$ cat src/sv/drc_pkg.sv
package drc_pkg;

  localparam int BpEntriesDef = 16;
  localparam int FifoDepth    = 2;
  localparam int FifoPtrW     = $clog2(FifoDepth);

  typedef enum logic [3:0] {
    OP_SET     = 4'd0,
    OP_CLEAR   = 4'd1,
    OP_READ    = 4'd2,
    OP_PROBE   = 4'd3,
    OP_TICK    = 4'd4,
    OP_SUSPEND = 4'd5,
    OP_RESUME  = 4'd6,
    OP_STEP    = 4'd7,
    OP_STATUS  = 4'd8,
    OP_EXIT    = 4'd9
  } opcode_e;

  typedef enum logic [2:0] {
    RSN_NONE   = 3'd0,
    RSN_USER   = 3'd1,
    RSN_STEP   = 3'd2,
    RSN_BREAK  = 3'd3,
    RSN_EXITED = 3'd4
  } reason_e;

  typedef enum logic [1:0] {
    ST_IDLE,
    ST_WALK,
    ST_LOOK,
    ST_FIN
  } back_state_e;

  typedef struct packed {
    logic [3:0]  opcode;
    logic [63:0] pc_value;
    logic [4:0]  entry_id;
    logic [63:0] step_count;
    logic        engine_alive;
    logic [63:0] engine_time;
  } in_item_t;

  typedef struct packed {
    logic        done_ok;
    logic [4:0]  result_id;
    logic [63:0] entry_pc;
    logic        probe_hit;
    logic        is_stopped;
    logic [2:0]  reason_code;
    logic [63:0] tick_value;
  } out_item_t;

  // classified command as it sits in the queue
  typedef struct packed {
    opcode_e     op;
    logic [63:0] pc;
    logic [4:0]  entry_id;
    logic        id_ok;
    logic        pc_nz;
    logic [63:0] budget;
    logic        alive;
    logic [63:0] now;
  } cmd_t;

endpackage

$ cat src/sv/debug_run_control_with_breakpoints.sv
// Channel | Direction | Handshake              | Payload
// input   | in        | in_valid_i / in_stall_o | drc_pkg::in_item_t
// output  | out       | out_valid_o / out_stall_i | drc_pkg::out_item_t
//
// From the queue head: a table walk (set or probe, nonzero pc) steps through ST_WALK,
// paced by the single read port of the breakpoint memory; read entry passes ST_LOOK; all others go to ST_FIN.
// A two-entry queue lets the next items transfer in while the back end works.
// Reset clears occupancy bits at once, so no clearing pass is needed.
// A held result only stalls the back end at its final step; input stalls when the queue fills.
module debug_run_control_with_breakpoints #(
  parameter int BP_ENTRIES = drc_pkg::BpEntriesDef
) (
  input  logic               clk_i,
  input  logic               rst_ni,
  input  logic               in_valid_i,
  output logic               in_stall_o,
  input  drc_pkg::in_item_t  in_data_i,
  output logic               out_valid_o,
  input  logic               out_stall_i,
  output drc_pkg::out_item_t out_data_o
);
  import drc_pkg::*;

  logic q_full, q_push, q_valid, q_pop;
  cmd_t q_wdata, q_rdata;

  drc_front #(
    .BP_ENTRIES(BP_ENTRIES)
  ) u_front (
    .in_valid_i(in_valid_i),
    .in_stall_o(in_stall_o),
    .in_data_i (in_data_i),
    .q_full_i  (q_full),
    .q_push_o  (q_push),
    .q_data_o  (q_wdata)
  );

  drc_fifo u_fifo (
    .clk_i  (clk_i),
    .rst_ni (rst_ni),
    .push_i (q_push),
    .data_i (q_wdata),
    .full_o (q_full),
    .valid_o(q_valid),
    .pop_i  (q_pop),
    .data_o (q_rdata)
  );

  drc_back #(
    .BP_ENTRIES(BP_ENTRIES)
  ) u_back (
    .clk_i      (clk_i),
    .rst_ni     (rst_ni),
    .cmd_valid_i(q_valid),
    .cmd_i      (q_rdata),
    .cmd_pop_o  (q_pop),
    .out_valid_o(out_valid_o),
    .out_stall_i(out_stall_i),
    .out_data_o (out_data_o)
  );

`ifndef SYNTHESIS
  a_pop_needs_entry: assert property (@(posedge clk_i) disable iff (!rst_ni)
    q_pop |-> q_valid)
    else $error("back end popped an empty queue");

  a_push_when_room: assert property (@(posedge clk_i) disable iff (!rst_ni)
    (q_full && !q_pop) |=> q_full)
    else $error("queue lost an entry without a pop");

  a_id_implies_ok: assert property (@(posedge clk_i) disable iff (!rst_ni)
    (out_valid_o && out_data_o.result_id != 5'd0) |-> out_data_o.done_ok)
    else $error("nonzero id on a failed operation");

  a_hit_implies_ok: assert property (@(posedge clk_i) disable iff (!rst_ni)
    (out_valid_o && out_data_o.probe_hit) |-> out_data_o.done_ok)
    else $error("probe hit without done");
`endif

endmodule

$ cat src/sv/drc_front.sv
module drc_front #(
  parameter int BP_ENTRIES = drc_pkg::BpEntriesDef
) (
  input  logic               in_valid_i,
  output logic               in_stall_o,
  input  drc_pkg::in_item_t  in_data_i,
  input  logic               q_full_i,
  output logic               q_push_o,
  output drc_pkg::cmd_t      q_data_o
);
  import drc_pkg::*;

  assign in_stall_o = q_full_i;
  assign q_push_o   = in_valid_i && !q_full_i;

  always_comb begin
    q_data_o.op       = opcode_e'(in_data_i.opcode);
    q_data_o.pc       = in_data_i.pc_value;
    q_data_o.entry_id = in_data_i.entry_id;
    q_data_o.id_ok    = (in_data_i.entry_id != 5'd0) &&
                        (32'(in_data_i.entry_id) <= 32'(BP_ENTRIES));
    q_data_o.pc_nz    = (in_data_i.pc_value != 64'd0);
    // a step of zero ticks runs one
    q_data_o.budget   = (in_data_i.step_count == 64'd0) ? 64'd1 : in_data_i.step_count;
    q_data_o.alive    = in_data_i.engine_alive;
    q_data_o.now      = in_data_i.engine_time;
  end

endmodule

$ cat src/sv/drc_fifo.sv
module drc_fifo (
  input  logic          clk_i,
  input  logic          rst_ni,
  input  logic          push_i,
  input  drc_pkg::cmd_t data_i,
  output logic          full_o,
  output logic          valid_o,
  input  logic          pop_i,
  output drc_pkg::cmd_t data_o
);
  import drc_pkg::*;

  cmd_t                store_q [FifoDepth];
  logic [FifoPtrW-1:0] wr_ptr_q, wr_ptr_d;
  logic [FifoPtrW-1:0] rd_ptr_q, rd_ptr_d;
  logic [FifoPtrW:0]   count_q, count_d;
  logic                do_push, do_pop;

  assign full_o  = (count_q == (FifoPtrW+1)'(FifoDepth));
  assign valid_o = (count_q != '0);
  assign data_o  = store_q[rd_ptr_q];
  assign do_push = push_i && !full_o;
  assign do_pop  = pop_i && valid_o;

  always_comb begin
    wr_ptr_d = wr_ptr_q;
    rd_ptr_d = rd_ptr_q;
    count_d  = count_q;
    if (do_push) begin
      wr_ptr_d = (wr_ptr_q == FifoPtrW'(FifoDepth - 1)) ? '0 : wr_ptr_q + FifoPtrW'(1);
    end
    if (do_pop) begin
      rd_ptr_d = (rd_ptr_q == FifoPtrW'(FifoDepth - 1)) ? '0 : rd_ptr_q + FifoPtrW'(1);
    end
    if (do_push && !do_pop) begin
      count_d = count_q + (FifoPtrW+1)'(1);
    end else if (do_pop && !do_push) begin
      count_d = count_q - (FifoPtrW+1)'(1);
    end
  end

  always_ff @(posedge clk_i or negedge rst_ni) begin
    if (!rst_ni) begin
      wr_ptr_q <= '0;
      rd_ptr_q <= '0;
      count_q  <= '0;
    end else begin
      wr_ptr_q <= wr_ptr_d;
      rd_ptr_q <= rd_ptr_d;
      count_q  <= count_d;
    end
  end

  always_ff @(posedge clk_i) begin
    if (do_push) begin
      store_q[wr_ptr_q] <= data_i;
    end
  end

endmodule

$ cat src/sv/drc_back.sv
module drc_back #(
  parameter int BP_ENTRIES = drc_pkg::BpEntriesDef
) (
  input  logic               clk_i,
  input  logic               rst_ni,
  input  logic               cmd_valid_i,
  input  drc_pkg::cmd_t      cmd_i,
  output logic               cmd_pop_o,
  output logic               out_valid_o,
  input  logic               out_stall_i,
  output drc_pkg::out_item_t out_data_o
);
  import drc_pkg::*;

  localparam int IdxW = (BP_ENTRIES > 1) ? $clog2(BP_ENTRIES) : 1;
  localparam int CntW = $clog2(BP_ENTRIES + 1);
  localparam int IdW  = IdxW + 5;

  back_state_e state_q, state_d;
  cmd_t        cur_q, cur_d;

  // table walk
  logic [CntW-1:0] cnt_q, cnt_d;
  logic            cmp_vld_q, cmp_vld_d;
  logic [IdxW-1:0] cmp_idx_q, cmp_idx_d;
  logic            found_q, found_d;
  logic [IdxW-1:0] found_idx_q, found_idx_d;
  logic            empty_q, empty_d;
  logic [IdxW-1:0] empty_idx_q, empty_idx_d;

  // table storage: data in memory, occupancy in flops
  logic [63:0]           mem [BP_ENTRIES];
  logic [BP_ENTRIES-1:0] vld_q, vld_d;
  logic [IdxW-1:0]       rd_addr;
  logic [63:0]           rd_data_q;
  logic                  rd_vld_q;
  logic                  we;
  logic [IdxW-1:0]       waddr;

  // run control
  logic        hit_q, hit_d;
  logic        pause_q, pause_d;
  logic        exited_q, exited_d;
  logic        exitreq_q, exitreq_d;
  logic [63:0] budget_q, budget_d;
  reason_e     stop_q, stop_d;
  logic [63:0] last_q, last_d;

  logic      out_valid_q, out_valid_d;
  out_item_t out_q, out_d;

  logic [IdW-1:0]  id_m1;
  logic [IdxW-1:0] cur_idx;
  logic            out_free;

  assign id_m1    = IdW'(cur_q.entry_id) - IdW'(1);
  assign cur_idx  = id_m1[IdxW-1:0];
  assign out_free = !out_valid_q || !out_stall_i;

  assign out_valid_o = out_valid_q;
  assign out_data_o  = out_q;

  always_comb begin
    state_d     = state_q;
    cur_d       = cur_q;
    cnt_d       = cnt_q;
    cmp_vld_d   = 1'b0;
    cmp_idx_d   = cmp_idx_q;
    found_d     = found_q;
    found_idx_d = found_idx_q;
    empty_d     = empty_q;
    empty_idx_d = empty_idx_q;
    vld_d       = vld_q;
    rd_addr     = cur_idx;
    we          = 1'b0;
    waddr       = empty_idx_q;
    hit_d       = hit_q;
    pause_d     = pause_q;
    exited_d    = exited_q;
    exitreq_d   = exitreq_q;
    budget_d    = budget_q;
    stop_d      = stop_q;
    last_d      = last_q;
    cmd_pop_o   = 1'b0;
    out_valid_d = out_valid_q && out_stall_i;
    out_d       = out_q;

    unique case (state_q)
      ST_IDLE: begin
        if (cmd_valid_i) begin
          cmd_pop_o = 1'b1;
          cur_d     = cmd_i;
          cnt_d     = '0;
          found_d   = 1'b0;
          empty_d   = 1'b0;
          if ((cmd_i.op == OP_SET || cmd_i.op == OP_PROBE) && cmd_i.pc_nz) begin
            state_d = ST_WALK;
          end else if (cmd_i.op == OP_READ && cmd_i.id_ok) begin
            state_d = ST_LOOK;
          end else begin
            state_d = ST_FIN;
          end
        end
      end
      ST_WALK: begin
        // read issued, then compared in the next cycle
        if (cnt_q != CntW'(BP_ENTRIES)) begin
          rd_addr   = cnt_q[IdxW-1:0];
          cmp_vld_d = 1'b1;
          cmp_idx_d = cnt_q[IdxW-1:0];
          cnt_d     = cnt_q + CntW'(1);
        end else begin
          state_d = ST_FIN;
        end
        if (cmp_vld_q) begin
          if (rd_vld_q && rd_data_q == cur_q.pc && !found_q) begin
            found_d     = 1'b1;
            found_idx_d = cmp_idx_q;
          end
          if (!rd_vld_q && !empty_q) begin
            empty_d     = 1'b1;
            empty_idx_d = cmp_idx_q;
          end
        end
      end
      ST_LOOK: begin
        state_d = ST_FIN;
      end
      ST_FIN: begin
        if (out_free) begin
          state_d           = ST_IDLE;
          out_valid_d       = 1'b1;
          out_d.done_ok     = 1'b0;
          out_d.result_id   = 5'd0;
          out_d.entry_pc    = 64'd0;
          out_d.probe_hit   = 1'b0;
          unique case (cur_q.op)
            OP_SET: begin
              if (cur_q.pc_nz) begin
                if (found_q) begin
                  out_d.done_ok   = 1'b1;
                  out_d.result_id = 5'(32'(found_idx_q) + 32'd1);
                end else if (empty_q) begin
                  we                  = 1'b1;
                  vld_d[empty_idx_q]  = 1'b1;
                  out_d.done_ok       = 1'b1;
                  out_d.result_id     = 5'(32'(empty_idx_q) + 32'd1);
                end
              end
            end
            OP_CLEAR: begin
              if (cur_q.id_ok && vld_q[cur_idx]) begin
                vld_d[cur_idx] = 1'b0;
                out_d.done_ok  = 1'b1;
              end
            end
            OP_READ: begin
              if (cur_q.id_ok) begin
                out_d.done_ok  = 1'b1;
                out_d.entry_pc = rd_vld_q ? rd_data_q : 64'd0;
              end
            end
            OP_PROBE: begin
              out_d.done_ok = 1'b1;
              if (cur_q.pc_nz && found_q) begin
                out_d.probe_hit = 1'b1;
                hit_d           = 1'b1;
              end
            end
            OP_TICK: begin
              if (!exitreq_q && !exited_q && (!pause_q || budget_q != 64'd0)) begin
                out_d.done_ok = 1'b1;
                last_d        = cur_q.now;
                if (budget_q != 64'd0) begin
                  budget_d = budget_q - 64'd1;
                  if (budget_q == 64'd1) begin
                    pause_d = 1'b1;
                    if (stop_q != RSN_BREAK) begin
                      stop_d = RSN_STEP;
                    end
                  end
                end
                if (!cur_q.alive) begin
                  exited_d = 1'b1;
                  pause_d  = 1'b1;
                  budget_d = 64'd0;
                  stop_d   = RSN_EXITED;
                end else if (hit_q) begin
                  pause_d  = 1'b1;
                  budget_d = 64'd0;
                  stop_d   = RSN_BREAK;
                end
                hit_d = 1'b0;
              end
            end
            OP_SUSPEND: begin
              if (!exited_q) begin
                pause_d = 1'b1;
                if (stop_q == RSN_NONE) begin
                  stop_d = RSN_USER;
                end
                out_d.done_ok = 1'b1;
              end
            end
            OP_RESUME: begin
              if (!exited_q) begin
                pause_d       = 1'b0;
                budget_d      = 64'd0;
                stop_d        = RSN_NONE;
                out_d.done_ok = 1'b1;
              end
            end
            OP_STEP: begin
              if (!exited_q) begin
                budget_d      = cur_q.budget;
                pause_d       = 1'b1;
                stop_d        = RSN_STEP;
                out_d.done_ok = 1'b1;
              end
            end
            OP_STATUS: begin
              out_d.done_ok = 1'b1;
            end
            OP_EXIT: begin
              exitreq_d     = 1'b1;
              out_d.done_ok = 1'b1;
            end
            default: ;
          endcase
          out_d.is_stopped  = exited_d || (pause_d && budget_d == 64'd0);
          out_d.reason_code = stop_d;
          out_d.tick_value  = last_d;
        end
      end
      default: state_d = ST_IDLE;
    endcase
  end

  always_ff @(posedge clk_i or negedge rst_ni) begin
    if (!rst_ni) begin
      state_q     <= ST_IDLE;
      cnt_q       <= '0;
      cmp_vld_q   <= 1'b0;
      found_q     <= 1'b0;
      empty_q     <= 1'b0;
      vld_q       <= '0;
      hit_q       <= 1'b0;
      pause_q     <= 1'b0;
      exited_q    <= 1'b0;
      exitreq_q   <= 1'b0;
      budget_q    <= 64'd0;
      stop_q      <= RSN_NONE;
      last_q      <= 64'd0;
      out_valid_q <= 1'b0;
    end else begin
      state_q     <= state_d;
      cnt_q       <= cnt_d;
      cmp_vld_q   <= cmp_vld_d;
      found_q     <= found_d;
      empty_q     <= empty_d;
      vld_q       <= vld_d;
      hit_q       <= hit_d;
      pause_q     <= pause_d;
      exited_q    <= exited_d;
      exitreq_q   <= exitreq_d;
      budget_q    <= budget_d;
      stop_q      <= stop_d;
      last_q      <= last_d;
      out_valid_q <= out_valid_d;
    end
  end

  always_ff @(posedge clk_i) begin
    cur_q       <= cur_d;
    cmp_idx_q   <= cmp_idx_d;
    found_idx_q <= found_idx_d;
    empty_idx_q <= empty_idx_d;
    out_q       <= out_d;
  end

  always_ff @(posedge clk_i) begin
    if (we) begin
      mem[waddr] <= cur_q.pc;
    end
    rd_data_q <= mem[rd_addr];
    rd_vld_q  <= vld_q[rd_addr];
  end

endmodule

$ cat config.mk
export PLATFORM = sky130hd
export DESIGN_NAME = debug_run_control_with_breakpoints
export DESIGN_NICKNAME = d
export VERILOG_FILES = /design/src/sv/drc_pkg.sv /design/src/sv/debug_run_control_with_breakpoints.sv /design/src/sv/drc_front.sv /design/src/sv/drc_fifo.sv /design/src/sv/drc_back.sv
export SDC_FILE = /design/constraint.sdc
export NUM_CORES = 2
export LEC_CHECK = 0
export ABC_AREA = 1
export BUFFER_PORTS_ARGS = -buffer_cell sky130_fd_sc_hd__buf_2
export CAP_MARGIN = 30
export CELL_PAD_IN_SITES_DETAIL_PLACEMENT = 1
export CELL_PAD_IN_SITES_GLOBAL_PLACEMENT = 2
export CORE_MARGIN = 1.5
export CORE_UTILIZATION = 45
export CTS_CLUSTER_SIZE = 30
export DETAILED_ROUTE_END_ITERATION = 12
export PLACE_DENSITY = 0.94
export SETUP_SLACK_MARGIN = 0.2
export SYNTH_ARGS = -nofsm -noshare
export SYNTH_HDL_FRONTEND = slang
export SYNTH_HIERARCHICAL = 1
export SYNTH_SLANG_ARGS = --single-unit
$ cat constraint.sdc
create_clock -name clk_i -period 30.4 [get_ports clk_i]
set_input_delay 6.08 -clock clk_i [delete_from_list [all_inputs] [get_ports clk_i]]
set_output_delay 6.08 -clock clk_i [all_outputs]
set_load 0.01 [all_outputs]
; After elaboration in Yosys (flattened, before gate mapping)
; Memories as Yosys holds them, arrays and structs flattened. A register that Yosys moved wholly into a read port is not among the register bits.
; Cells that the tools add are included.
[totals]
ff_bits = 521
ramBits = 1432
input_bits = 206
output_inout_bits = 141
n_memories = 2
[memory_table]
columns = name, depth, width, read_ports, rd_clocked_by_memory_dff, wr, line
row1 = u_back.mem, 16, 64, 1, 1, 1, drc_back.sv:32  ; logic [63:0] mem [BP_ENTRIES];
row2 = u_fifo.store_q, 2, 204, 1, 0, 1, drc_fifo.sv:13  ; cmd_t store_q [FifoDepth];
[op_classes]
add_sub_neg = 9
n_lt_le_gt_ge = 6
eq_ne = 32
n_mux = 101
n_bitwise = 3
n_reduce_logical = 65
[ops]
columns = operator, count
row1 = 2-to-1 mux 64 bit, 11
row2 = case mux 64 bit (3 select lines), 1
row3 = logical NOT 64 bit, 2
row4 = nonzero test 64 bit, 2
row5 = == test 64 x 1 -> 1 bit (second input constant), 1
row6 = == test 64 bit, 1
row7 = 2-to-1 mux 16 bit, 4
row8 = subtractor 64 x 1 -> 64 bit (second input constant), 1
row9 = 2-to-1 mux 1 bit, 49
row10 = case mux 16 bit (2 select lines), 1
row11 = 2-to-1 mux 3 bit, 10
row12 = inequality test 2 x 1 -> 1 bit (second input constant), 10
row13 = logical AND 1 bit, 19
row14 = 2-to-1 mux 6 bit, 3
row15 = AND reduction 3 bit, 6
row16 = bitwise AND 16 bit, 1
row17 = == test 4 x 2 -> 1 bit (second input constant), 4
row18 = == test 4 x 3 -> 1 bit (second input constant), 4
row19 = inverter 16 bit, 1
row20 = OR 16 bit, 1
row21 = < comparator 4 x 5 -> 1 bit (second input constant), 3
row22 = 2-to-1 mux 2 bit, 6
row23 = case mux 3 bit (4 select lines), 1
row24 = logical NOT 1 bit, 11
row25 = 36 further kinds, 63

; Longest topological paths before layout
[logic_depth]
ltp_word = 11
depth_mapped = 21

; Cells and area by module
; Netlist, hierarchy kept.
[by_module_without_submodules]
columns = module, n_inst, cells_per_inst, area_per_inst_um2, seq_area_each_um2
row1 = drc_back, 1, 5838, 66085.9, 46734.8
row2 = drc_fifo, 1, 1097, 15132.0, 12351.8
row3 = drc_front, 1, 329, 1776.7, 0.0

; Worst setup path before layout
; No wires, ideal clock.
[synth_timing]
kind = input -> register
start = in in_valid_i
end = mem u_fifo/store_q[1][0] in the netlist's numbering (enable)
arrival_ns = 14.780
required_time_ns = 29.628
setup_slack_ns = 14.849
path_stages = 4
n_path_buf = 0
path_cell_list = inv_1 nor2_1 o21ai_0 nor2_1
[synth_between]
elab_chain_cells = 4
[synth_lines]
columns = item, line
row1 = "start, declared", debug_run_control_with_breakpoints.sv:15  ; input logic in_valid_i,
row2 = logical AND 1 bit, drc_front.sv:14  ; assign q_push_o = in_valid_i && !q_full_i;
row3 = via q_push, debug_run_control_with_breakpoints.sv:24  ; logic q_full, q_push, q_valid, q_pop;
row4 = logical AND 1 bit, drc_fifo.sv:22  ; assign do_push = push_i && !full_o;
row5 = 2-to-1 mux 1 bit, drc_fifo.sv:55  ; if (do_push) begin
row6 = 2-to-1 mux 1 bit (not written as such), drc_fifo.sv:56  ; store_q[wr_ptr_q] <= data_i;
row7 = "end, declared", drc_fifo.sv:13
; The timed path passes the listed nets, and every way through them passes these cells.

; Worst setup path in the final report
[layout_timing]
start = in in_valid_i
end = mem u_fifo/store_q[0][140] in the netlist's numbering (enable)
[layout_between]
elab_chain_cells = 4
[layout_lines]
columns = item, line
row1 = logical AND 1 bit, drc_front.sv:14
row2 = via q_push, debug_run_control_with_breakpoints.sv:24
row3 = logical AND 1 bit, drc_fifo.sv:22
row4 = via u_fifo.do_push, drc_fifo.sv:17  ; logic do_push, do_pop;
row5 = 2-to-1 mux 1 bit, drc_fifo.sv:55
row6 = 2-to-1 mux 1 bit (not written as such), drc_fifo.sv:56
; The timed path passes the listed nets, and every way through them passes these cells.

==> impl_metrics.csv <==
group,metric,value,unit
power_and_ir_drop,clkPwrFrac,26.7,%
timing,clock_skew,0.0554,ns
min_path,min-delay-path-class,"flop to flop",
detailed_routing,vias,56208,
detailed_routing,drt-total-wl,251,mm
run_status,status,"finished, final reports clean",
timing,hold_viol,0,
placed_design,place_congestion,0.913,
global_routing,grtUsageTotal,26.5,%
timing,tns,0,ns
synthesis,syn_inst,7258,
die,rows,157,
timing,rsz0062_at_grt,"no",
timing,slew_viol_final,0,
final_layout,layout_commonest_cell,"edfxtp_1",
die,die-area,0.187,sq mm
clock_tree,cts_setup_buffers,0,
global_routing,grt_start_max_net_pins,189,
critical_path,rrSetupSlack,25.06,ns
clock_tree,clock-root-buffer,"clkbuf_16",
detailed_routing,ant_nets,0,
clock_tree,clk-insertion-delay-late,0.88,ns
power_and_ir_drop,vdd_drop_max,95.6,uV
final_layout,area_growth,12.0,%
final_layout,drive_gt1_share,11.3,%
critical_path,worst_setup_path_start_kind,"input pin",
clock_tree,cts_buffers,204,
timing,period_share,28.2,%
final_layout,nNetsFinal,7595,
detailed_routing,drcViolationCount,0,
critical_path,cp.required,30.87,ns
detailed_routing,dr.pass1.iters,6,
synthesis,syn_avg_cell_area,11.4,sq um
placed_design,placed_area,0.0860,sq mm
timing,relSlewSlack,30.1,%
synthesis,netlist_area,0.0829,sq mm
clock_tree,cts_tree,"built",
clock_tree,post_cts_resized,0,
global_routing,grt_pass1_vias,59147,
critical_path,endpoint_kind,"flop",
power_and_ir_drop,power_leakage,33.7,nW
power_and_ir_drop,p_seq_share,40.5,%
die,initial_utilization,45.3,%
power_and_ir_drop,power.switching,0.00367,W
power_and_ir_drop,combinationalPowerShare,32.8,%
final_layout,final_cell_mix,"1784 x edfxtp_1, 1364 x nand2_1, 1314 x nor2_1",
power_and_ir_drop,power,0.00939,W
placed_design,dpl.hpwl,158,mm
flow_run,cap_violations,0,
clock_tree,holdBufCountCts,0,
power_and_ir_drop,p_int,0.00572,W
global_routing,overflow,0,
power_and_ir_drop,powerDensity,101,mW/mm^2
timing,min_period,8.58,ns
clock_tree,cts_max_path_buffers,3,
timing,setup-violations-final,0,
detailed_routing,drtIter0Drc,5265,
die,die_width,432,microns
global_routing,grt_antenna_before_repair,14,
critical_path,crit_arrival,9.05,ns
die,io_pins,347,
final_layout,postLayoutCellArea,0.0928,sq mm
synthesis,synth_nets,7482,
synthesis,yosys_warnings,6,
critical_path,cp_max_fo,92,
power_and_ir_drop,p_sw_share,39.1,%
min_path,whs_path_depth,0,
timing,clock.fmax,117,MHz
critical_path,rr_worst_depth,13,
die,coreArea,0.183,sq mm
detailed_routing,post_drt_via_cell_ratio,5.61,
clock_tree,path_clk_slew,0.06,ns
placed_design,portBuffers,346,
global_routing,grt_first_pass_wirelength,372,mm
clock_tree,h-tree-depth,4,
timing,tightest_slew,1.05,ns
clock_tree,cts_sinks,2015,
die,die_y,432,microns
detailed_routing,post_drt_wl_per_cell,25.1,microns
critical_path,worstSetupPathType,"input pin to flop",
[state kept, by name, summed over array words and instances (netlist names), 16 cells and up]
register	flops
u_back/last_q	64
u_back/out_data_o	139
u_back/mem	1024
u_fifo/store_q	406
u_back/cur_q	203
u_back/vld_q	16
u_back/budget_q	64
u_back/rd_data_q	64
[path summary, 6_finish.rpt]
kind | startpoint | to
min reg2reg | u_back/cmp_idx_q[2]$_DFFE_PP_ | u_back/empty_idx_q[2]$_DFFE_PP_
max in group asynchronous | rst_ni | u_fifo/rd_ptr_q$_DFFE_PN0P_
max reg2reg | u_back/state_q[1]$_DFFE_PN0P_ | u_back/rd_data_q[4]$_DFF_P_
min | u_back/cmp_idx_q[2]$_DFFE_PP_ | u_back/empty_idx_q[2]$_DFFE_PP_
max | in_valid_i | u_fifo/store_q[0][140]$_DFFE_PP_
min in group asynchronous | rst_ni | u_back/out_valid_o$_DFF_PN0_
[per-layer routing]
| metal | wire length, microns | global-route usage, % |
|---|---|---|
| met4 | 11300 | 11.8 |
| met3 | 14100 | 3.48 |
| met1 | 100000 | 33.7 |
| met2 | 125000 | 45.5 |
| met5 | 75 | 0 |
[through the flow]
stage / worst slack (ns) / util (%) / std cells / hold slack, ns
floorplan: 14.89 / - / 7258 / 0.421
global placement: 20.76 / 46.9 / 9615 / 0.442
detailed placement: 20.64 / 47.0 / 9622 / 0.443
CTS: 21.47 / 50.6 / 10005 / 0.457
global route: 21.67 / 50.7 / 10014 / 0.467
finish: 21.82 / 50.7 / 10014 / 0.457
[worst max-delay path: stages]
cell     delay, ns
buf_2         0.09
inv_1         0.05
nor2_1        0.16
inv_1         0.07
nor2_1        0.16
nand2_1       0.19
inv_8         0.56
buf_4         0.70
buf_4         0.77
[power by group through the flow]
| stage | sequential [W] | clock (W) | combinational [W] |
|---|---|---|---|
| 6_report | 0.00381 | 0.00251 | 0.00308 |
| 5_1_grt | 0.00384 | 0.00263 | 0.00335 |
| 4_1_cts | 0.00381 | 0.00254 | 0.00306 |
| 3_5_place_dp | 0.00386 | 0 | 0.00301 |
| 3_3_place_gp | 0.00383 | 0 | 0.00285 |
| 2_1_floorplan | 0.00383 | 0 | 0.00191 |
[area by class of cell]
class | instances | area [sq um]
antenna | 2 | 5.00
clock buffer | 271 | 5520
clock inverter | 112 | 1150
fill | 19175 | 90200
inverter | 403 | 1560
multi-input combinational | 4291 | 19600
sequential | 2015 | 59000
tap | 2464 | 3080
timing repair buffer | 456 | 2870
(Power assumes the default switching activity.)
